--- src/hw/rtl/lbs_pkg.sv ---
`default_nettype none

package lbs_pkg;

  // link stages
  typedef enum logic [2:0] {
    ST_OFF  = 3'd0,
    ST_JOIN = 3'd1,
    ST_ADDR = 3'd2,
    ST_TIME = 3'd3,
    ST_CONN = 3'd4,
    ST_LINK = 3'd5,
    ST_BACK = 3'd6,
    ST_SUSP = 3'd7
  } state_t;

  // event codes
  localparam logic [3:0] OP_POLL       = 4'd0;
  localparam logic [3:0] OP_INIT       = 4'd1;
  localparam logic [3:0] OP_SET_PROV   = 4'd2;
  localparam logic [3:0] OP_JOIN       = 4'd3;
  localparam logic [3:0] OP_ADDR       = 4'd4;
  localparam logic [3:0] OP_TIME       = 4'd5;
  localparam logic [3:0] OP_TLS        = 4'd6;
  localparam logic [3:0] OP_AP_LOST    = 4'd7;
  localparam logic [3:0] OP_SRV_CLOSED = 4'd8;
  localparam logic [3:0] OP_HOST_FRAME = 4'd9;
  localparam logic [3:0] OP_HOST_DISC  = 4'd10;

  // start commands
  localparam logic [2:0] CMD_NONE = 3'd0;
  localparam logic [2:0] CMD_JOIN = 3'd1;
  localparam logic [2:0] CMD_ADDR = 3'd2;
  localparam logic [2:0] CMD_TIME = 3'd3;
  localparam logic [2:0] CMD_TLS  = 3'd4;

  // configuration register indexes
  localparam logic [1:0] REG_BACKOFF_MIN = 2'd0;
  localparam logic [1:0] REG_BACKOFF_MAX = 2'd1;
  localparam logic [1:0] REG_USB_SILENCE = 2'd2;
  localparam logic [1:0] REG_BUILD_EPOCH = 2'd3;

  localparam logic [31:0] BACKOFF_MIN_RST = 32'd1000;
  localparam logic [31:0] BACKOFF_MAX_RST = 32'd60000;
  localparam logic [31:0] USB_SILENCE_RST = 32'd5000;
  localparam logic [63:0] BUILD_EPOCH_RST = 64'd0;

  typedef struct packed {
    logic [3:0]  opcode;
    logic [31:0] now_ms;
    logic        event_flag;
    logic        time_valid_in;
    logic [63:0] wall_epoch;
    logic [7:0]  rand_byte;
  } item_t;

  typedef struct packed {
    logic [31:0] backoff_min_ms;
    logic [31:0] backoff_max_ms;
    logic [31:0] usb_silence_ms;
    logic [63:0] build_epoch;
  } cfg_t;

  typedef struct packed {
    state_t      link_state;
    logic        close_issued;
    logic [2:0]  start_cmd;
    logic [31:0] backoff_ms;
  } res_t;

  typedef struct packed {
    logic [31:0] interval;
    logic [31:0] deadline;
    logic [31:0] base_nxt;
  } bo_t;

  // stages that wait for a start command
  function automatic logic is_action(state_t s);
    return (s == ST_JOIN) || (s == ST_ADDR) || (s == ST_TIME) || (s == ST_CONN);
  endfunction

  // wrap-safe "t has been reached"
  function automatic logic time_due(logic [31:0] now, logic [31:0] t);
    logic [31:0] d;
    d = now - t;
    return !d[31];
  endfunction

endpackage

`default_nettype wire

--- src/hw/rtl/lbs_if.sv ---
`default_nettype none

interface lbs_in_if;
  logic        valid;
  logic        ready;
  logic [3:0]  opcode;
  logic [31:0] now_ms;
  logic        event_flag;
  logic        time_valid_in;
  logic [63:0] wall_epoch;
  logic [7:0]  rand_byte;

  modport source (
    output valid, opcode, now_ms, event_flag, time_valid_in, wall_epoch, rand_byte,
    input  ready
  );
  modport sink (
    input  valid, opcode, now_ms, event_flag, time_valid_in, wall_epoch, rand_byte,
    output ready
  );
endinterface

interface lbs_out_if;
  logic        valid;
  logic        ready;
  logic [2:0]  link_state;
  logic        close_issued;
  logic [2:0]  start_cmd;
  logic [31:0] backoff_ms;

  modport source (
    output valid, link_state, close_issued, start_cmd, backoff_ms,
    input  ready
  );
  modport sink (
    input  valid, link_state, close_issued, start_cmd, backoff_ms,
    output ready
  );
endinterface

interface lbs_cfg_if;
  logic        valid;
  logic        ready;
  logic [1:0]  index;
  logic [63:0] data;

  modport source (output valid, index, data, input ready);
  modport sink (input valid, index, data, output ready);
endinterface

`default_nettype wire

--- src/hw/rtl/lbs_backoff.sv ---
`default_nettype none

module lbs_backoff (
  input  wire logic [31:0] base,
  input  wire logic [31:0] max_ms,
  input  wire logic [7:0]  rand_byte,
  input  wire logic [31:0] now_ms,
  output lbs_pkg::bo_t     bo
);

  logic [29:0] quarter;
  logic [37:0] prod;
  logic [38:0] prod_p1;
  logic [71:0] recip;
  logic [29:0] jitter;
  logic [32:0] iv;
  logic [31:0] iv_cap;
  logic [32:0] dbl;

  assign quarter = base[31:2];
  assign prod    = 38'(rand_byte) * 38'(quarter);
  assign prod_p1 = {1'b0, prod} + 39'd1;

  // floor(prod / 255) = ((prod + 1) * (2^40 - 1) / 255) >> 40, exact below 2^40
  assign recip = (72'(prod_p1) << 32) + (72'(prod_p1) << 24) + (72'(prod_p1) << 16)
               + (72'(prod_p1) << 8) + 72'(prod_p1);
  assign jitter = recip[69:40];

  always_comb begin
    if (base == max_ms) begin
      iv = {1'b0, base} - 33'(jitter);
    end else begin
      iv = {1'b0, base} + 33'(jitter);
    end
    if (iv > {1'b0, max_ms}) begin
      iv_cap = max_ms;
    end else begin
      iv_cap = iv[31:0];
    end
    dbl = {base, 1'b0};
    bo.interval = iv_cap;
    bo.deadline = now_ms + iv_cap;
    if (base < max_ms) begin
      bo.base_nxt = (dbl > {1'b0, max_ms}) ? max_ms : dbl[31:0];
    end else begin
      bo.base_nxt = base;
    end
  end

endmodule

`default_nettype wire

--- src/hw/rtl/lbs_seq.sv ---
`default_nettype none

module lbs_seq (
  input  wire logic           clk,
  input  wire logic           rst_n,
  input  wire logic           step,
  input  wire lbs_pkg::item_t item,
  input  wire lbs_pkg::cfg_t  cfg,
  output lbs_pkg::res_t       res
);

  lbs_pkg::state_t cur_r, cur_nxt;
  lbs_pkg::state_t retry_r, retry_nxt;
  logic        pend_r, pend_nxt;
  logic [31:0] deadline_r, deadline_nxt;
  logic [31:0] base_r, base_nxt;
  logic [31:0] last_bo_r, last_bo_nxt;
  logic        clkv_r, clkv_nxt;
  logic        prov_r, prov_nxt;
  logic        host_r, host_nxt;
  logic [31:0] last_host_r, last_host_nxt;

  logic            close;
  logic [2:0]      cmd;
  logic            retry_go;
  lbs_pkg::state_t retry_tgt;
  lbs_pkg::bo_t    bo;

  lbs_backoff u_backoff (
    .base      (base_r),
    .max_ms    (cfg.backoff_max_ms),
    .rand_byte (item.rand_byte),
    .now_ms    (item.now_ms),
    .bo        (bo)
  );

  always_comb begin
    cur_nxt       = cur_r;
    retry_nxt     = retry_r;
    pend_nxt      = pend_r;
    deadline_nxt  = deadline_r;
    base_nxt      = base_r;
    last_bo_nxt   = last_bo_r;
    clkv_nxt      = clkv_r;
    prov_nxt      = prov_r;
    host_nxt      = host_r;
    last_host_nxt = last_host_r;
    close         = 1'b0;
    cmd           = lbs_pkg::CMD_NONE;
    retry_go      = 1'b0;
    retry_tgt     = lbs_pkg::ST_OFF;

    case (item.opcode)
      lbs_pkg::OP_POLL: begin
        if (cur_r == lbs_pkg::ST_BACK && lbs_pkg::time_due(item.now_ms, deadline_r)) begin
          cur_nxt  = retry_r;
          pend_nxt = lbs_pkg::is_action(retry_r);
        end else if (cur_r == lbs_pkg::ST_SUSP && !host_r) begin
          cur_nxt  = lbs_pkg::ST_JOIN;
          pend_nxt = 1'b1;
        end else if (cur_r == lbs_pkg::ST_SUSP &&
                     lbs_pkg::time_due(item.now_ms, last_host_r + cfg.usb_silence_ms)) begin
          host_nxt = 1'b0;
          cur_nxt  = lbs_pkg::ST_JOIN;
          pend_nxt = 1'b1;
        end
        if (pend_nxt) begin
          pend_nxt = 1'b0;
          case (cur_nxt)
            lbs_pkg::ST_JOIN: cmd = lbs_pkg::CMD_JOIN;
            lbs_pkg::ST_ADDR: cmd = lbs_pkg::CMD_ADDR;
            lbs_pkg::ST_TIME: cmd = lbs_pkg::CMD_TIME;
            lbs_pkg::ST_CONN: begin
              if (!clkv_r) begin
                // no valid wall clock yet: fall back to time sync
                cur_nxt = lbs_pkg::ST_TIME;
                cmd     = lbs_pkg::CMD_TIME;
              end else begin
                cmd = lbs_pkg::CMD_TLS;
              end
            end
            default: cmd = lbs_pkg::CMD_NONE;
          endcase
        end
      end
      lbs_pkg::OP_INIT: begin
        retry_nxt     = lbs_pkg::ST_OFF;
        deadline_nxt  = '0;
        last_bo_nxt   = '0;
        host_nxt      = 1'b0;
        last_host_nxt = '0;
        base_nxt      = cfg.backoff_min_ms;
        prov_nxt      = item.event_flag;
        clkv_nxt      = item.time_valid_in && (item.wall_epoch > cfg.build_epoch);
        cur_nxt       = item.event_flag ? lbs_pkg::ST_JOIN : lbs_pkg::ST_OFF;
        pend_nxt      = item.event_flag;
      end
      lbs_pkg::OP_SET_PROV: begin
        prov_nxt = item.event_flag;
        if (!item.event_flag) begin
          close    = (cur_r != lbs_pkg::ST_OFF);
          host_nxt = 1'b0;
          cur_nxt  = lbs_pkg::ST_OFF;
          pend_nxt = 1'b0;
        end else if (cur_r == lbs_pkg::ST_OFF) begin
          cur_nxt  = host_r ? lbs_pkg::ST_SUSP : lbs_pkg::ST_JOIN;
          pend_nxt = !host_r;
        end
      end
      lbs_pkg::OP_JOIN: begin
        if (cur_r == lbs_pkg::ST_JOIN) begin
          if (item.event_flag) begin
            cur_nxt  = lbs_pkg::ST_ADDR;
            pend_nxt = 1'b1;
          end else begin
            retry_go  = 1'b1;
            retry_tgt = lbs_pkg::ST_JOIN;
          end
        end
      end
      lbs_pkg::OP_ADDR: begin
        if (cur_r == lbs_pkg::ST_ADDR) begin
          if (item.event_flag) begin
            cur_nxt  = clkv_r ? lbs_pkg::ST_CONN : lbs_pkg::ST_TIME;
            pend_nxt = 1'b1;
          end else begin
            retry_go  = 1'b1;
            retry_tgt = lbs_pkg::ST_ADDR;
          end
        end
      end
      lbs_pkg::OP_TIME: begin
        if (cur_r == lbs_pkg::ST_TIME) begin
          clkv_nxt = item.event_flag && (item.wall_epoch > cfg.build_epoch);
          if (clkv_nxt) begin
            cur_nxt  = lbs_pkg::ST_CONN;
            pend_nxt = 1'b1;
          end else begin
            retry_go  = 1'b1;
            retry_tgt = lbs_pkg::ST_TIME;
          end
        end
      end
      lbs_pkg::OP_TLS: begin
        if (cur_r == lbs_pkg::ST_CONN) begin
          if (item.event_flag) begin
            cur_nxt  = lbs_pkg::ST_LINK;
            pend_nxt = 1'b0;
            base_nxt = cfg.backoff_min_ms;
          end else begin
            retry_go  = 1'b1;
            retry_tgt = lbs_pkg::ST_CONN;
          end
        end
      end
      lbs_pkg::OP_AP_LOST: begin
        if (cur_r != lbs_pkg::ST_OFF && cur_r != lbs_pkg::ST_SUSP &&
            cur_r != lbs_pkg::ST_BACK) begin
          retry_go  = 1'b1;
          retry_tgt = lbs_pkg::ST_JOIN;
        end
      end
      lbs_pkg::OP_SRV_CLOSED: begin
        if (cur_r == lbs_pkg::ST_LINK || cur_r == lbs_pkg::ST_CONN) begin
          retry_go  = 1'b1;
          retry_tgt = lbs_pkg::ST_CONN;
        end
      end
      lbs_pkg::OP_HOST_FRAME: begin
        if (item.event_flag) begin
          last_host_nxt = item.now_ms;
          host_nxt      = 1'b1;
          if (cur_r != lbs_pkg::ST_OFF && cur_r != lbs_pkg::ST_SUSP) begin
            close    = 1'b1;
            cur_nxt  = lbs_pkg::ST_SUSP;
            pend_nxt = 1'b0;
          end
        end
      end
      lbs_pkg::OP_HOST_DISC: begin
        host_nxt = 1'b0;
        if (cur_r == lbs_pkg::ST_SUSP && prov_r) begin
          cur_nxt  = lbs_pkg::ST_JOIN;
          pend_nxt = 1'b1;
        end
      end
      default: ;
    endcase

    // failure: close transport and wait out a jittered interval
    if (retry_go) begin
      close        = 1'b1;
      last_bo_nxt  = bo.interval;
      deadline_nxt = bo.deadline;
      retry_nxt    = retry_tgt;
      cur_nxt      = lbs_pkg::ST_BACK;
      pend_nxt     = 1'b0;
      base_nxt     = bo.base_nxt;
    end

    res.link_state   = cur_nxt;
    res.close_issued = close;
    res.start_cmd    = cmd;
    res.backoff_ms   = last_bo_nxt;
  end

  always_ff @(posedge clk) begin
    if (!rst_n) begin
      cur_r       <= lbs_pkg::ST_OFF;
      retry_r     <= lbs_pkg::ST_OFF;
      pend_r      <= 1'b0;
      deadline_r  <= '0;
      base_r      <= lbs_pkg::BACKOFF_MIN_RST;
      last_bo_r   <= '0;
      clkv_r      <= 1'b0;
      prov_r      <= 1'b0;
      host_r      <= 1'b0;
      last_host_r <= '0;
    end else if (step) begin
      cur_r       <= cur_nxt;
      retry_r     <= retry_nxt;
      pend_r      <= pend_nxt;
      deadline_r  <= deadline_nxt;
      base_r      <= base_nxt;
      last_bo_r   <= last_bo_nxt;
      clkv_r      <= clkv_nxt;
      prov_r      <= prov_nxt;
      host_r      <= host_nxt;
      last_host_r <= last_host_nxt;
    end
  end

  a_pend_in_action_stage: assert property (@(posedge clk) disable iff (!rst_n)
    pend_r |-> lbs_pkg::is_action(cur_r))
    else $error("start pending outside a start-able stage");

  a_close_stage: assert property (@(posedge clk) disable iff (!rst_n)
    (step && res.close_issued) |-> (res.link_state == lbs_pkg::ST_BACK ||
      res.link_state == lbs_pkg::ST_SUSP || res.link_state == lbs_pkg::ST_OFF))
    else $error("close issued without leaving the active stages");

  a_cmd_on_poll: assert property (@(posedge clk) disable iff (!rst_n)
    (step && res.start_cmd != lbs_pkg::CMD_NONE) |-> (item.opcode == lbs_pkg::OP_POLL))
    else $error("start command on a non-poll event");

endmodule

`default_nettype wire

--- src/hw/rtl/link_bringup_sequencer_backoff_core.sv ---
// link bring-up sequencer with jittered doubling backoff
//
// in_if  : one event per transfer (opcode, now_ms, flags, wall_epoch, rand_byte)
// out_if : one result per event (link_state, close_issued, start_cmd, backoff_ms)
// cfg_if : register writes, index 0..3 (backoff min, backoff max, usb silence,
//          build epoch); ready whenever out of reset, only to be used while idle
//
// an accepted event waits in the input register until the result register
// can take a new value, then the sequencer state and the result register
// update together and the result is offered from the result register
// throughput is one event per cycle while out_if does not stall: the state
// update is a single pass of next-state logic plus the backoff datapath (8x30
// multiply, divide by 255 through a shift-add reciprocal, add or subtract, cap)
// when out_if stalls, the result register holds and the input register
// still takes one more event; in_if.ready drops only while both are full
// reset (rst_n low, synchronous) puts the link in off, clears the timers and
// restores the register defaults; in_if and cfg_if hold ready low meanwhile
// the init event re-clears the state but keeps the registers
`default_nettype none

module link_bringup_sequencer_backoff_core (
  input  wire logic clk,
  input  wire logic rst_n,
  lbs_in_if.sink    in_if,
  lbs_out_if.source out_if,
  lbs_cfg_if.sink   cfg_if
);

  // configuration registers
  lbs_pkg::cfg_t cfg_r;

  // input register
  logic           in_vld_r;
  lbs_pkg::item_t item_r;

  // result register
  logic          out_vld_r;
  lbs_pkg::res_t res_r;

  lbs_pkg::res_t res;
  logic          advance;
  logic          step;

  // no transfers are taken while in reset
  assign cfg_if.ready = rst_n;

  // the result register can take a new value when empty or being drained
  assign advance     = !out_vld_r || out_if.ready;
  assign step        = in_vld_r && advance;
  assign in_if.ready = rst_n && (!in_vld_r || advance);

  always_ff @(posedge clk) begin
    if (!rst_n) begin
      cfg_r.backoff_min_ms <= lbs_pkg::BACKOFF_MIN_RST;
      cfg_r.backoff_max_ms <= lbs_pkg::BACKOFF_MAX_RST;
      cfg_r.usb_silence_ms <= lbs_pkg::USB_SILENCE_RST;
      cfg_r.build_epoch    <= lbs_pkg::BUILD_EPOCH_RST;
    end else if (cfg_if.valid) begin
      unique case (cfg_if.index)
        lbs_pkg::REG_BACKOFF_MIN: cfg_r.backoff_min_ms <= cfg_if.data[31:0];
        lbs_pkg::REG_BACKOFF_MAX: cfg_r.backoff_max_ms <= cfg_if.data[31:0];
        lbs_pkg::REG_USB_SILENCE: cfg_r.usb_silence_ms <= cfg_if.data[31:0];
        lbs_pkg::REG_BUILD_EPOCH: cfg_r.build_epoch    <= cfg_if.data;
      endcase
    end
  end

  // input stage
  always_ff @(posedge clk) begin
    if (!rst_n) begin
      in_vld_r <= 1'b0;
    end else if (in_if.ready) begin
      in_vld_r <= in_if.valid;
    end
  end

  always_ff @(posedge clk) begin
    if (in_if.valid && in_if.ready) begin
      item_r.opcode        <= in_if.opcode;
      item_r.now_ms        <= in_if.now_ms;
      item_r.event_flag    <= in_if.event_flag;
      item_r.time_valid_in <= in_if.time_valid_in;
      item_r.wall_epoch    <= in_if.wall_epoch;
      item_r.rand_byte     <= in_if.rand_byte;
    end
  end

  // sequencer state and next-state logic
  lbs_seq u_seq (
    .clk   (clk),
    .rst_n (rst_n),
    .step  (step),
    .item  (item_r),
    .cfg   (cfg_r),
    .res   (res)
  );

  // result stage
  always_ff @(posedge clk) begin
    if (!rst_n) begin
      out_vld_r <= 1'b0;
    end else if (advance) begin
      out_vld_r <= in_vld_r;
    end
  end

  always_ff @(posedge clk) begin
    if (step) begin
      res_r <= res;
    end
  end

  assign out_if.valid        = out_vld_r;
  assign out_if.link_state   = res_r.link_state;
  assign out_if.close_issued = res_r.close_issued;
  assign out_if.start_cmd    = res_r.start_cmd;
  assign out_if.backoff_ms   = res_r.backoff_ms;

  // back-pressure only when both stages hold an undelivered event
  a_ready_only_when_full: assert property (@(posedge clk) disable iff (!rst_n)
    !in_if.ready |-> (in_vld_r && out_vld_r && !out_if.ready))
    else $error("input stalled while a stage is free");

  // every processed event shows up as a result in the next cycle
  a_step_to_result: assert property (@(posedge clk) disable iff (!rst_n)
    step |=> out_vld_r)
    else $error("processed event produced no result");

endmodule

`default_nettype wire
--- src/flat_wrapper.sv ---
// flat-port wrapper written by rule: the top's interface ports become plain ports
module link_bringup_sequencer_backoff_core_flat 
  (clk, rst_n, in_if_valid, in_if_opcode, in_if_now_ms, in_if_event_flag, in_if_time_valid_in, in_if_wall_epoch, in_if_rand_byte, in_if_ready, out_if_valid, out_if_link_state, out_if_close_issued, out_if_start_cmd, out_if_backoff_ms, out_if_ready, cfg_if_valid, cfg_if_index, cfg_if_data, cfg_if_ready);
  lbs_in_if in_if_i ();
  lbs_out_if out_if_i ();
  lbs_cfg_if cfg_if_i ();
  input  wire logic clk;
  input  wire logic rst_n;
  input wire logic [$bits(in_if_i.valid)-1:0] in_if_valid;
  input wire logic [$bits(in_if_i.opcode)-1:0] in_if_opcode;
  input wire logic [$bits(in_if_i.now_ms)-1:0] in_if_now_ms;
  input wire logic [$bits(in_if_i.event_flag)-1:0] in_if_event_flag;
  input wire logic [$bits(in_if_i.time_valid_in)-1:0] in_if_time_valid_in;
  input wire logic [$bits(in_if_i.wall_epoch)-1:0] in_if_wall_epoch;
  input wire logic [$bits(in_if_i.rand_byte)-1:0] in_if_rand_byte;
  output wire logic [$bits(in_if_i.ready)-1:0] in_if_ready;
  output wire logic [$bits(out_if_i.valid)-1:0] out_if_valid;
  output wire logic [$bits(out_if_i.link_state)-1:0] out_if_link_state;
  output wire logic [$bits(out_if_i.close_issued)-1:0] out_if_close_issued;
  output wire logic [$bits(out_if_i.start_cmd)-1:0] out_if_start_cmd;
  output wire logic [$bits(out_if_i.backoff_ms)-1:0] out_if_backoff_ms;
  input wire logic [$bits(out_if_i.ready)-1:0] out_if_ready;
  input wire logic [$bits(cfg_if_i.valid)-1:0] cfg_if_valid;
  input wire logic [$bits(cfg_if_i.index)-1:0] cfg_if_index;
  input wire logic [$bits(cfg_if_i.data)-1:0] cfg_if_data;
  output wire logic [$bits(cfg_if_i.ready)-1:0] cfg_if_ready;
  assign in_if_i.valid = in_if_valid;
  assign in_if_i.opcode = in_if_opcode;
  assign in_if_i.now_ms = in_if_now_ms;
  assign in_if_i.event_flag = in_if_event_flag;
  assign in_if_i.time_valid_in = in_if_time_valid_in;
  assign in_if_i.wall_epoch = in_if_wall_epoch;
  assign in_if_i.rand_byte = in_if_rand_byte;
  assign in_if_ready = in_if_i.ready;
  assign out_if_valid = out_if_i.valid;
  assign out_if_link_state = out_if_i.link_state;
  assign out_if_close_issued = out_if_i.close_issued;
  assign out_if_start_cmd = out_if_i.start_cmd;
  assign out_if_backoff_ms = out_if_i.backoff_ms;
  assign out_if_i.ready = out_if_ready;
  assign cfg_if_i.valid = cfg_if_valid;
  assign cfg_if_i.index = cfg_if_index;
  assign cfg_if_i.data = cfg_if_data;
  assign cfg_if_ready = cfg_if_i.ready;
  link_bringup_sequencer_backoff_core u_core (.clk(clk), .rst_n(rst_n), .in_if(in_if_i), .out_if(out_if_i), .cfg_if(cfg_if_i));
endmodule
--- config.mk ---
export PLATFORM = sky130hd
export DESIGN_NAME = link_bringup_sequencer_backoff_core_flat
export DESIGN_NICKNAME = d
export VERILOG_FILES = /design/src/hw/rtl/lbs_pkg.sv /design/src/hw/rtl/lbs_if.sv /design/src/hw/rtl/lbs_backoff.sv /design/src/hw/rtl/lbs_seq.sv /design/src/hw/rtl/link_bringup_sequencer_backoff_core.sv /design/src/flat_wrapper.sv
export SDC_FILE = /design/constraint.sdc
export NUM_CORES = 2
export LEC_CHECK = 0
export CAP_MARGIN = 5
export CORE_MARGIN = 2
export CORE_UTILIZATION = 30
export CTS_CLUSTER_DIAMETER = 200
export DETAILED_ROUTE_END_ITERATION = 7
export DONT_BUFFER_PORTS = 1
export PLACE_DENSITY = 0.56
export SLEW_MARGIN = 40
export SYNTH_ARGS = -nofsm -noshare
export SYNTH_HDL_FRONTEND = slang
export SYNTH_SLANG_ARGS = --single-unit
export TNS_END_PERCENT = 5
--- constraint.sdc ---
create_clock -name clk -period 17.86 [get_ports clk]
set_input_delay 0.893 -clock clk [delete_from_list [all_inputs] [get_ports clk]]
set_output_delay 0.893 -clock clk [all_outputs]
set_load 0.02 [all_outputs]
==> results.py <==
metrics = {
    "grt": {
        "first_global_vias": 32900,
        "grt_start_max_net_pins": 87,
        "number_of_antenna_violations_at_the_first_check_in_global_routing": 9,
        "groute.usage.overall_pct": 18.3,
        "grt_first_pass_wirelength_mm": 195,
        "aggregate_global_routing_overflow": 0,
    },
    "synth": {
        "yosysMostFrequentCell": "sky130_fd_sc_hd__nand2_1",
        "yosysTopAreaCellShare_pct": 16.1,
        "syn_inst": 4658,
        "yosysUniqueCellTypes": 84,
        "synth.top_cells.by_count": "631 x sky130_fd_sc_hd__nand2_1, 512 x sky130_fd_sc_hd__ha_1, 491 x sky130_fd_sc_hd__inv_1",
        "synth_area_leaders": "sky130_fd_sc_hd__ha_1 16%, sky130_fd_sc_hd__dfxtp_1 15%, sky130_fd_sc_hd__fa_1 12%",
        "yosys_warnings": 0,
        "synth_largest_area_cell": "sky130_fd_sc_hd__ha_1",
        "synthArstFlopShare_pct": 0,
        "number_of_flops_mapped_to_enable_cells_by_yosys": 149,
        "ffs_latches_synth": 449,
        "syn_area_per_cell_um2": 8.55,
        "synth_top_flop_cell": "sky130_fd_sc_hd__dfxtp_1",
        "synthesis.area_um2": 39800,
        "post_synth_net_total": 5582,
        "synth_sequential_area_ratio_pct": 26.3,
    },
    "timing": {
        "final-hold-violation-count": 0,
        "grt_setup_unrepaired": "yes",
        "tightest_slew_ns": 0.844,
        "timing.final.crit_period_ns": 17.01,
        "max_clock_freq_ghz": 0.0588,
        "min_period_over_period_pct": 95.2,
        "finClkSkew_ns": 0.0329,
        "max_slew_margin_pct": 43.7,
        "final-max-slew-violation-count": 0,
        "final.setup.tns_ns": 0,
        "final-setup-viol-count": 0,
        "worst_slack_setup_final_ns": 0.850,
    },
    "cells_and_area": {
        "fillCellCount": 13600,
        "flow.area_growth_from_synthesis_pct": 12.3,
        "stdcell_count": 6466,
        "fraction_of_final_layout_cells_with_drive_strength_greater_than_1_pct": 7.99,
        "fin_nets": 5594,
    },
    "setup_path": {
        "critical-path-slowest-cell": "sky130_fd_sc_hd__dfxtp_1",
        "path_class": "reg2reg",
        "worst_ep_required_time_ns": 18.35,
        "worst_setup_path_end_kind": "register",
        "crit_path_frequent_cell": "sky130_fd_sc_hd__ha_1",
        "worstSetupStartpointType": "register",
        "critical-path-max-stage-delay_ns": 0.63,
        "cp_max_fo": 7,
        "arrival_ns": 17.50,
    },
    "clock_tree": {
        "ctsLongestPathBuffers": 3,
        "cts_sinks": 449,
        "cts_hold_repair.buffers": 0,
        "cts.reportedPaths.clkPinSlew_ns": 0.07,
        "worstSkewPairLatency_ns": 0.62,
        "cts_htree_levels": 2,
        "cts_inserted_buffers": 45,
        "clk_root_buffer_cell": "sky130_fd_sc_hd__clkbuf_16",
        "cts_tree": "done",
    },
    "floorplanning": {
        "design.die.area_um2": 136000,
        "placement_rows": 133,
        "die_y_um": 368,
        "starting_density_pct": 30.3,
        "io_pins": 223,
        "design.core.area_um2": 132000,
        "die-width_um": 368,
    },
    "place": {
        "placed_cells_incl_taps": 6364,
        "place.gp.congestion": 0.933,
        "numPortBuffers": 0,
        "placement.setup.worst_slack_ns": 0.0572,
        "detailed_place_hpwl_mm": 100,
    },
    "hold_path": {
        "hp-class": "in2reg",
    },
    "route": {
        "routed_wirelength_mm": 127,
        "avgRoutedWirePerCell_um": 19.7,
        "vias": 33100,
        "drc": 0,
        "drt-pass1-iter-count": 6,
        "drt.antenna.violating_nets": 0,
        "via_per_instance_ratio": 5.12,
        "drt_iter0_markers": 2145,
    },
    "status": {
        "result_of_the_run": "completed",
    },
    "flow_run": {
        "drv.max_cap_violation_count": 0,
    },
}
final cells by class:
type | instances | area (um^2) | share of cell area (%)
Antenna cell | 4 | 10.0 | 0.0224
Timing Repair Buffer | 168 | 1360 | 3.03
Inverter | 493 | 1860 | 4.15
Tap cell | 1755 | 2200 | 4.91
Clock buffer | 65 | 1330 | 2.97
Sequential cell | 449 | 10500 | 23.4
Clock inverter | 19 | 183 | 0.408
Multi-Input combinational cell | 3513 | 27300 | 61.1
critical path, delay by kind of cell (launching register included):
kind	cells	cell delay (ns)
DFF	1	0.63
adders and majority gates	14	5.15
xor gates and xnor gates	5	1.16
and+or+nand+nor	18	3.10
AOI/OAI and AO/OA	30	5.76
buffers and inverters	9	1.03
logic make-up (layout without fill, tap and decap cells):
kind of cell	after synthesis	after routing	synth area share, %
xor gates and xnor gates	152	152	3.34
DFF	449	449	26.3
other	0	4	0
and+or+nand+nor	1430	1430	16.9
adders and majority gates	743	743	27.7
buffers and inverters	696	745	6.65
AOI/OAI and AO/OA	1147	1147	18.1
muxes	41	41	1.03
layer usage:
layer	track usage [%]	part of all wire (%)	vias up
met1	23.7	44	16000
li1	-	-	16100
met3	2.32	5.1	180
met2	30.8	47	849
met5	0	0.032	-
met4	6.96	4.0	6
metrics by stage:
step	util, %	hold slack, ns	cell area (um^2)
after floorplan	-	0.425	39800
after global placement	32.3	0.434	42500
after detailed placement	32.3	0.442	42500
after CTS	33.5	0.331	44000
after global routing	34.0	0.338	44700
final	34.0	0.365	44700
path summary, 6_finish.rpt:
check	from	end	slack, ns	depth (start not counted)
min	in_if_event_flag	u_core.item_r[73]	0.36	0
min reg2reg	u_core.u_seq.last_bo_r[26]	u_core.u_seq.last_bo_r[26]	0.45	2
max reg2reg	u_core.u_seq.base_r[6]	u_core.u_seq.deadline_r[26]	0.85	76
max	u_core.u_seq.base_r[6]	u_core.u_seq.deadline_r[26]	0.85	76
placed cells by master, fill, tap and decap left out, types with 8 or more instances in the layout:
master,n
sky130_fd_sc_hd__a21oi_2,17
sky130_fd_sc_hd__dfxtp_1,298
sky130_fd_sc_hd__nand2b_1,34
sky130_fd_sc_hd__and2_1,178
sky130_fd_sc_hd__o31ai_1,18
sky130_fd_sc_hd__inv_1,489
sky130_fd_sc_hd__xnor2_1,88
sky130_fd_sc_hd__a21oi_1,468
sky130_fd_sc_hd__o21bai_1,23
sky130_fd_sc_hd__nor3_1,57
sky130_fd_sc_hd__and3_1,34
sky130_fd_sc_hd__clkbuf_16,49
sky130_fd_sc_hd__mux2i_1,33
sky130_fd_sc_hd__nand3_1,95
sky130_fd_sc_hd__fa_1,231
sky130_fd_sc_hd__a211o_1,35
sky130_fd_sc_hd__edfxtp_1,149
sky130_fd_sc_hd__o211ai_1,52
sky130_fd_sc_hd__a21o_1,170
sky130_fd_sc_hd__xnor2_2,13
sky130_fd_sc_hd__a211oi_1,15
sky130_fd_sc_hd__clkbuf_1,10
sky130_fd_sc_hd__nor2b_1,37
sky130_fd_sc_hd__nor2_1,213
sky130_fd_sc_hd__nand4_1,67
sky130_fd_sc_hd__o21ai_0,118
sky130_fd_sc_hd__a22oi_1,31
sky130_fd_sc_hd__o21a_1,25
sky130_fd_sc_hd__a21boi_0,9
sky130_fd_sc_hd__xor2_1,47
sky130_fd_sc_hd__a31oi_1,22
sky130_fd_sc_hd__clkinv_2,8
sky130_fd_sc_hd__buf_4,158
sky130_fd_sc_hd__o21ai_1,39
sky130_fd_sc_hd__ha_1,502
sky130_fd_sc_hd__or3_1,16
sky130_fd_sc_hd__nand2_1,630
sequential cells by signal (all words and copies together), names as in the netlist:
register,cells
u_core.out_if.close_issued,1
u_core.u_seq.prov_r,1
u_core.u_seq.last_host_r,32
u_core.item_r,110
u_core.u_seq.cur_r,3
u_core.u_seq.last_bo_r,32
u_core.out_if.backoff_ms,32
u_core.u_seq.host_r,1
u_core.u_seq.deadline_r,32
u_core.cfg_r,160
u_core.out_if.link_state,3
u_core.u_seq.retry_r,3
u_core.out_if.start_cmd,3
u_core.u_seq.clkv_r,1
u_core.out_if.valid,1
u_core.u_seq.base_r,32
u_core.u_seq.pend_r,1
u_core.in_vld_r,1
timing repair:
action                                  4_1_cts  5_1_grt
endpoints found under the hold margin         0        0
gates cloned                                  0        1
buffers inserted                              0       13
pin swaps                                     0       28
endpoints found under the setup margin        2       22
resized for setup                             2      108
Power is left out: the tool's default activity adds up to more than one toggle a clock period on the data nets, which glitch-free logic cannot reach.
